### src/hw/rtl/ole_pkg.sv
// Shared types and constants for the ordered list engine.
package ole_pkg;

    localparam int LIST_DEPTH = 64;
    localparam int CNT_W      = $clog2(LIST_DEPTH + 1);

    localparam logic [2:0] OP_PUSH_FRONT = 3'd0;
    localparam logic [2:0] OP_PUSH_BACK  = 3'd1;
    localparam logic [2:0] OP_SORTED     = 3'd2;
    localparam logic [2:0] OP_FIND       = 3'd3;
    localparam logic [2:0] OP_POP_FRONT  = 3'd4;
    localparam logic [2:0] OP_DELETE     = 3'd5;
    localparam logic [2:0] OP_CLEAR      = 3'd6;

    localparam logic [1:0] ST_OK        = 2'd0;
    localparam logic [1:0] ST_NOT_FOUND = 2'd1;
    localparam logic [1:0] ST_DUPLICATE = 2'd2;
    localparam logic [1:0] ST_FULL      = 2'd3;

    typedef struct packed {
        logic [2:0]         operation;
        logic signed [31:0] item_key;
        logic signed [31:0] item_value;
        logic               descending;
    } req_t;

    typedef struct packed {
        logic [1:0]         status;
        logic signed [31:0] out_key;
        logic signed [31:0] out_value;
        logic [CNT_W-1:0]   entry_count;
    } rsp_t;

    typedef struct packed {
        logic load_new;
        logic from_left;
        logic from_right;
    } cell_ctrl_t;

    typedef struct packed {
        logic key_eq;
        logic val_eq;
        logic val_gt;
        logic val_lt;
    } cell_flags_t;

endpackage

### src/hw/rtl/ole_cell.sv
// One list slot: holds a key/value entry, compares it and shifts it to a neighbor.
module ole_cell (
    input  logic                 clk,
    input  ole_pkg::cell_ctrl_t  ctrl,
    input  logic signed [31:0]   cmp_key,
    input  logic signed [31:0]   cmp_value,
    input  logic signed [31:0]   left_key,
    input  logic signed [31:0]   left_value,
    input  logic signed [31:0]   right_key,
    input  logic signed [31:0]   right_value,
    output logic signed [31:0]   key,
    output logic signed [31:0]   value,
    output ole_pkg::cell_flags_t flags
);

    logic signed [31:0] key_reg;
    logic signed [31:0] value_reg;
    logic signed [31:0] key_next;
    logic signed [31:0] value_next;

    always_comb
    begin
        key_next   = key_reg;
        value_next = value_reg;
        if (ctrl.load_new)
        begin
            key_next   = cmp_key;
            value_next = cmp_value;
        end
        else if (ctrl.from_left)
        begin
            key_next   = left_key;
            value_next = left_value;
        end
        else if (ctrl.from_right)
        begin
            key_next   = right_key;
            value_next = right_value;
        end
    end

    always_ff @(posedge clk)
    begin
        key_reg   <= key_next;
        value_reg <= value_next;
    end

    assign key          = key_reg;
    assign value        = value_reg;
    assign flags.key_eq = (key_reg == cmp_key);
    assign flags.val_eq = (value_reg == cmp_value);
    assign flags.val_gt = (value_reg > cmp_value);
    assign flags.val_lt = (value_reg < cmp_value);

endmodule

### config.mk
export PLATFORM = sky130hd
export DESIGN_NAME = ole_cell
export DESIGN_NICKNAME = d
export VERILOG_FILES = /design/src/hw/rtl/ole_pkg.sv /design/src/hw/rtl/ole_cell.sv
export SDC_FILE = /design/constraint.sdc
export NUM_CORES = 1
export LEC_CHECK = 0
export BUFFER_PORTS_ARGS = -buffer_cell sky130_fd_sc_hd__buf_4
export CORE_MARGIN = 2
export CORE_UTILIZATION = 30
export CTS_CLUSTER_DIAMETER = 50
export DETAILED_ROUTE_END_ITERATION = 8
export SYNTH_ARGS = -nofsm -noshare
export SYNTH_HDL_FRONTEND = slang
export SYNTH_SLANG_ARGS = --single-unit
### constraint.sdc
create_clock -name clk -period 3.2 [get_ports clk]
set_input_delay 0.48 -clock clk [delete_from_list [all_inputs] [get_ports clk]]
set_output_delay 0.48 -clock clk [all_outputs]
set_load 0.05 [all_outputs]
# == Word-level counts from Yosys, hierarchy flattened ==
# Cells that the tools add are included.
# word_totals
output_inout_bits,68
input_bits,196
word_cells,13
regBits,64
# op_classes
n_lt_le_gt_ge,2
n_eq_ne,2
reduce_logical,1
n_mux,6
# op_table
op,count
32-bit two-way mux,6
32-bit == test,2
32-bit > comparator,1
32-bit less-than comparator,1
3-bit nonzero test,1

# == Logic depth before layout (Yosys ltp) ==
# Gate-level depths: netlist of the first run.
# depth
word_depth,3
depth_mapped,8
mapped_depth_nobuf,8

# == Least setup slack after synthesis of the first run ==
# OpenSTA, ideal clock, no wires.
# synth_path
path_kind,register to output
startpoint,register value_reg[14] (netlist: value[14])
endpoint,output port flags[0] in the netlist's numbering
n_path_buf,0
path_slack_ns,-0.063
path_stages_with_launch,8
t_arrival_ns,2.783
required_ns,2.720
cell_sequence,edfxtp_1 > ha_1 > a21oi_2 > nand2_1 > a221o_1 > a211o_1 > a21oi_2 > mux2i_1
# synth_rtl
element,line_no,rtl
from (decl),ole_cell.sv:17,logic signed [31:0] value_reg;
from (signal assigned),ole_cell.sv:45,value_reg <= value_next;
to (decl),ole_cell.sv:13,output ole_pkg::cell_flags_t flags

==> impl_metrics.ini, run 1 <==
[status]
status = finished clean

[timing]
finalWorstSetupSlack_ns = 0.2076
fin_tns_setup_ns = 0
hold_violations = 0
setup_viol = 0
finalCriticalPeriod_ns = 2.992
rsz0062_at_grt = no
report.final.slew_viol_count = 0
worst_pin_slew_ns = 0.6188
maxSlewHeadroom_pct = 58.75
period_share_pct = 93.51
max_freq_mhz = 334.2

[logic_synthesis]
synth_top_area_share_pct = 43.62
synthArstFlopShare_pct = 0
synthTopCellsByArea = edfxtp_1 (44%), mux2i_1 (15%), ha_1 (9.1%)
synth_edf_count = 64
postSynthAreaPerCell_um2 = 9.990
synthFlopType = edfxtp_1
seq_area_frac_synth_pct = 43.62
netlist_area_um2 = 4405
ys_warn_count = 0
yosys.area.top_type = edfxtp_1
ys_types = 27
netlist_instances = 441
synth_nets = 669
ys_seq_elements = 64

[layout]
seqCellArea_um2 = 1922
finalNetCount = 928
syn_to_final_growth_pct = 55.92
antenna_cells = 0
multi_input_area_um2 = 2281
fillCellCount = 1384
drive_gt1_share_pct = 40.63
stdcell_count = 888

[placed_design]
post-place-cells = 873
io_buffer_count = 263
post-place-ws_ns = 0.3240
place_hpwl_mm = 11.32
globalplace.congestion = 0.7757

[cts]
htree_levels = 3
clock_path_buffers = 2
clk_pin_slew_ns = 0.05
cts_tree = built
cts_hold_buffers = 0
cts_buffers = 9
post_cts_buffers = 0
clock-root-buffer = clkbuf_16
clock_sinks = 64

[worst_setup_path]
cp.required_ns = 2.72
setup.worst_path.class = reg2out
critPathArrivalTime_ns = 2.51
worst_setup_path_start_kind = flop
crit_path_frequent_cell = a21oi_2
worst-path-max-fanout = 2
cpPeakStageDelay_ns = 0.41
slowest_stage = edfxtp_1
path_cells = ha_1 -> a21oi_2 -> o21ai_1 -> a221o_1 -> a211o_1 -> a21oi_2 -> mux2i_1 -> buf_4
end_kind = primary output

[floorplanning]
fp.dieW_um = 125.2
die_h_um = 125.2
core_um2 = 14420
rows = 44
pin_count = 264
start_util_pct = 30.54
dieArea_um2 = 15670

[routing]
drt-met1-wl_mm = 5.406
num_vias = 4156
viasPerCell = 4.680
wl_met2_mm = 7.210
top_layer_used = met4
dr_wl_met3_mm = 1.161
drcViolationCount = 0
ant_nets = 0
routed_wl_mm = 13.99
firstDrtPassIters = 4
drt-initial-drc-count = 160
wl_per_cell_um = 15.75

[min_path]
min_path_type = in2reg

[grt]
grt_max_degree = 71
grt_pass1_vias = 4348
grt_overflow = 0
grt.total_usage_pct = 17.60
grt_pass1_wl_mm = 21.85
antenna_found_initial = 0

[job]
cap_violations = 0

[power]
p_leak_nw = 3.425
power_density_nw_per_um2 = 460.5
ir_worst_vdd_mv = 0.1907
==> per-stage QoR <==
stage | util (%) | total power, W | hold slack, ns | instance area [µm²]
2_1_floorplan | - | 0.001770 | 0.6671 | 4405
3_3_place_gp | 45.66 | 0.002226 | 0.7679 | 6586
3_5_place_dp | 45.66 | 0.002243 | 0.7720 | 6586
4_1_cts | 47.58 | 0.003204 | 0.4201 | 6863
5_1_grt | 47.62 | 0.003315 | 0.4395 | 6869
6_report | 47.62 | 0.003163 | 0.4346 | 6869
==> cell usage after synthesis, types with 2 or more instances <==
library cell,instances
nor4_1,11
clkbuf_1,15
inv_1,34
xor2_1,32
mux2i_1,66
nand3_1,3
a21oi_2,3
edfxtp_1,64
o21ai_1,2
ha_1,32
nor2_1,4
a21oi_1,9
buf_2,6
o21ai_0,67
a21o_1,2
nand2_1,73
nand4_1,8
==> cells in the final DEF (no fill, tap or decap), types with 2 or more instances in the layout <==
master / instances
a21oi_2: 3
a21o_1: 2
nor2_1: 4
clkinv_1: 3
xor2_1: 32
buf_4: 268
clkinv_2: 2
clkbuf_16: 9
o21ai_0: 66
nor4_1: 11
nand4_1: 8
inv_1: 34
ha_1: 32
a21oi_1: 9
nand2_1: 73
nand3_1: 3
o21ai_1: 3
edfxtp_1: 64
mux2i_1: 66
==> cell type report <==
class | count | share of cell area, %
clock inverter | 6 | 0.7468
timing repair buffer | 269 | 29.58
inverter | 34 | 1.858
sequential | 64 | 27.98
multi-input combinational | 322 | 33.21
tap | 184 | 3.352
clock buffer | 9 | 3.279
==> metal layers <==
| layer | up-vias | GRT usage, % |
|---|---|---|
| li1 | 2105 | - |
| met1 | 1860 | 19.23 |
| met2 | 177 | 32.03 |
| met3 | 14 | 5.648 |
| met4 | 0 | 6.078 |
| met5 | - | 0 |
==> report_power, final <==
part	switching, W	internal, W
registers	0.0000652	0.00104
clock network	0.000358	0.000587
logic	0.000672	0.000439
==> cells by family (layout without fill, tap and decap cells) <==
family / Yosys count / in the layout / share of synthesized area [%]
AND/OR/NAND/NOR: 103 / 103 / 10.17
AO/OA/AOI/OAI: 89 / 89 / 10.91
multiplexers: 66 / 66 / 15.00
flip-flops: 64 / 64 / 43.62
buffers and inverters: 55 / 318 / 4.856
adder cells (fa/ha/maj): 32 / 32 / 9.088
XOR/XNOR: 32 / 32 / 6.362
==> critical path: cells and delay by family (launching register included) <==
kind	cells	cell delay, ns
buffers and inverters	1	0.21
adder cells (fa/ha/maj)	1	0.36
flip-flops	1	0.41
AO/OA/AOI/OAI	5	1.00
multiplexers	1	0.20
==> worst paths after layout <==
kind | start | endpoint | slack (ns) | depth (start not counted)
worst min-delay path | cmp_value[29] | value[29] | 0.43 | 3
worst max-delay path | value[5] | flags[0] | 0.21 | 8
==> timing repair <==
item | CTS | global route
endpoints found under the hold margin | 0 | 0
endpoints found under the setup margin | 0 | 2
resized for setup | 0 | 3
Power figures use the tool's default switching activity.
==> run 2: changes to the inputs <==
Settings changed: CORE_ASPECT_RATIO from default to 2, PLACE_DENSITY_LB_ADDON from default to 0.15.
==> impl_metrics.ini, run 2 (synthesized netlist as in run 1, its figures left out) <==
[status]
status = finished clean

[routing]
wl_per_cell_um = 16.34
dr_wl_met3_um = 816
drt-initial-drc-count = 180
firstDrtPassIters = 4
top_layer_used = met4
drcViolationCount = 0
routed_wl_mm = 14.62
wl_met2_mm = 8.982
viasPerCell = 4.678
num_vias = 4187
ant_nets = 0
drt-met1-wl_mm = 4.599

[worst_setup_path]
path_cells = ha_1 -> a21oi_1 -> o21ai_1 -> a221o_1 -> a211o_1 -> a21oi_2 -> mux2i_1 -> buf_4
worst-path-max-fanout = 2
worst_setup_path_start_kind = flop
critPathArrivalTime_ns = 2.50
end_kind = primary output
setup.worst_path.class = reg2out
cpPeakStageDelay_ns = 0.40
cp.required_ns = 2.72
slowest_stage = edfxtp_1

[power]
seq_power_share_pct = 35.5
internal-power_w = 0.001998
ir_worst_vdd_mv = 0.2413
power_density_nw_per_um2 = 453.5
p_leak_nw = 3.397
swShare_pct = 35.69
netSwitchingPower_w = 0.001108
comb_power_share_pct = 36.1
clkPwrFrac_pct = 28.4

[cts]
clock_sinks = 64
clock-root-buffer = clkbuf_16
clk_pin_slew_ns = 0.06
cts_tree = built
cts_buffers = 9
htree_levels = 3
clock_path_buffers = 2

[timing]
report.final.slew_viol_count = 0
period_share_pct = 93.19
hold_violations = 0
rsz0062_at_grt = no
worst_pin_slew_ns = 0.8955
maxSlewHeadroom_pct = 40.30
max_freq_mhz = 335.4
setup_viol = 0
whs_ns = 0.4476
finalWorstSetupSlack_ns = 0.2180
finalCriticalPeriod_ns = 2.982

[job]
cap_violations = 0

[floorplanning]
fp.dieW_um = 89.69
die_h_um = 175.4
rows = 62
core_um2 = 14350
dieArea_um2 = 15730
start_util_pct = 30.70
pin_count = 264

[grt]
grt_overflow = 0
grt_max_degree = 72
grt_pass1_vias = 4365
grt.total_usage_pct = 18.57
antenna_found_initial = 0
grt_pass1_wl_mm = 21.83

[layout]
fin_area_um2 = 6849
post-route-util_pct = 47.72
finalNetCount = 926
most-common-layout-cells = buf_4 (266), nand2_1 (73), mux2i_1 (66), o21ai_0 (66), edfxtp_1 (64)
layout_commonest_cell = buf_4
antenna_cells = 0
syn_to_final_growth_pct = 55.47
drive_gt1_share_pct = 40.68

[min_path]
min_path_type = in2reg
min_to = key[4]
hp-start = cmp_key[4]
whs_path_depth = 3

[placed_design]
place_hpwl_mm = 11.66
post_dp_cell_area_um2 = 6578
io_buffer_count = 263
globalplace.congestion = 0.8385
post-place-ws_ns = 0.3249
run 2: cell count changes in the layout (fill, tap and decap cells not counted):
cell and delta:
clkinvlp_4 +3, buf_4 -2, clkinv_1 -2, bufinv_16 -1
clkbuf_1 +1, or3_2 +1, or3_4 -1
run 2: per-layer routing:
| metal | global-route usage [%] | up-vias |
|---|---|---|
| met5 | 0 | - |
| met4 | 5.846 | 0 |
| met3 | 3.102 | 12 |
| met2 | 38.20 | 143 |
| met1 | 16.96 | 1934 |
| li1 | - | 2098 |
run 2: worst max-delay path by stage:
stage	startpoint	to	slack [ns]	cells after the start
2_1_floorplan	value[14]	flags[0]	-0.06	7
3_3_place_gp	cmp_value[27]	flags[1]	0.38	10
3_5_place_dp	cmp_value[25]	flags[0]	0.32	10
4_1_cts	value[25]	flags[0]	0.14	8
5_1_grt	value[25]	flags[0]	0.009	8
6_report	value[7]	flags[0]	0.22	8
run 2: repair_timing:
action	4_1_cts	5_1_grt
endpoints found under the setup margin	0	2
setup buffers	0	0
gates resized for setup	0	3
hold buffers	0	0
run 2: power groups by stage:
stage / registers, W / logic [W] / clock network [W]
floorplan: 0.00145 / 0.000319 / 0
global placement: 0.00112 / 0.00112 / 0
detailed placement: 0.00112 / 0.00113 / 0
CTS: 0.00110 / 0.00113 / 0.000915
global route: 0.00112 / 0.00120 / 0.000949
finish: 0.00110 / 0.00112 / 0.000883
run 2: critical path, delay by kind of cell (launching register included):
family	cells	cell delay (ns)
AO/OA/AOI/OAI	5	1.04
multiplexers	1	0.21
buffers and inverters	1	0.22
flip-flops	1	0.40
adder cells (fa/ha/maj)	1	0.32
run 2: layout make-up:
type                       instances  area [µm²]
sequential                        64        1922
timing repair buffer             267        2017
tap                              192       240.2
multi-input combinational        322        2277
fill                            1405        7502
clock inverter                     6       36.28
inverter                          34       127.6
clock buffer                      10       229.0
run 2: per-stage QoR:
| step | std cells | setup TNS (ns) | power [W] |
|---|---|---|---|
| global route | 895 | 0 | 0.003267 |
| detailed placement | 879 | 0 | 0.002252 |
| global placement | 879 | 0 | 0.002235 |
| floorplan | 441 | -0.1253 | 0.001770 |
| finish | 895 | 0 | 0.003106 |
| CTS | 895 | 0 | 0.003153 |
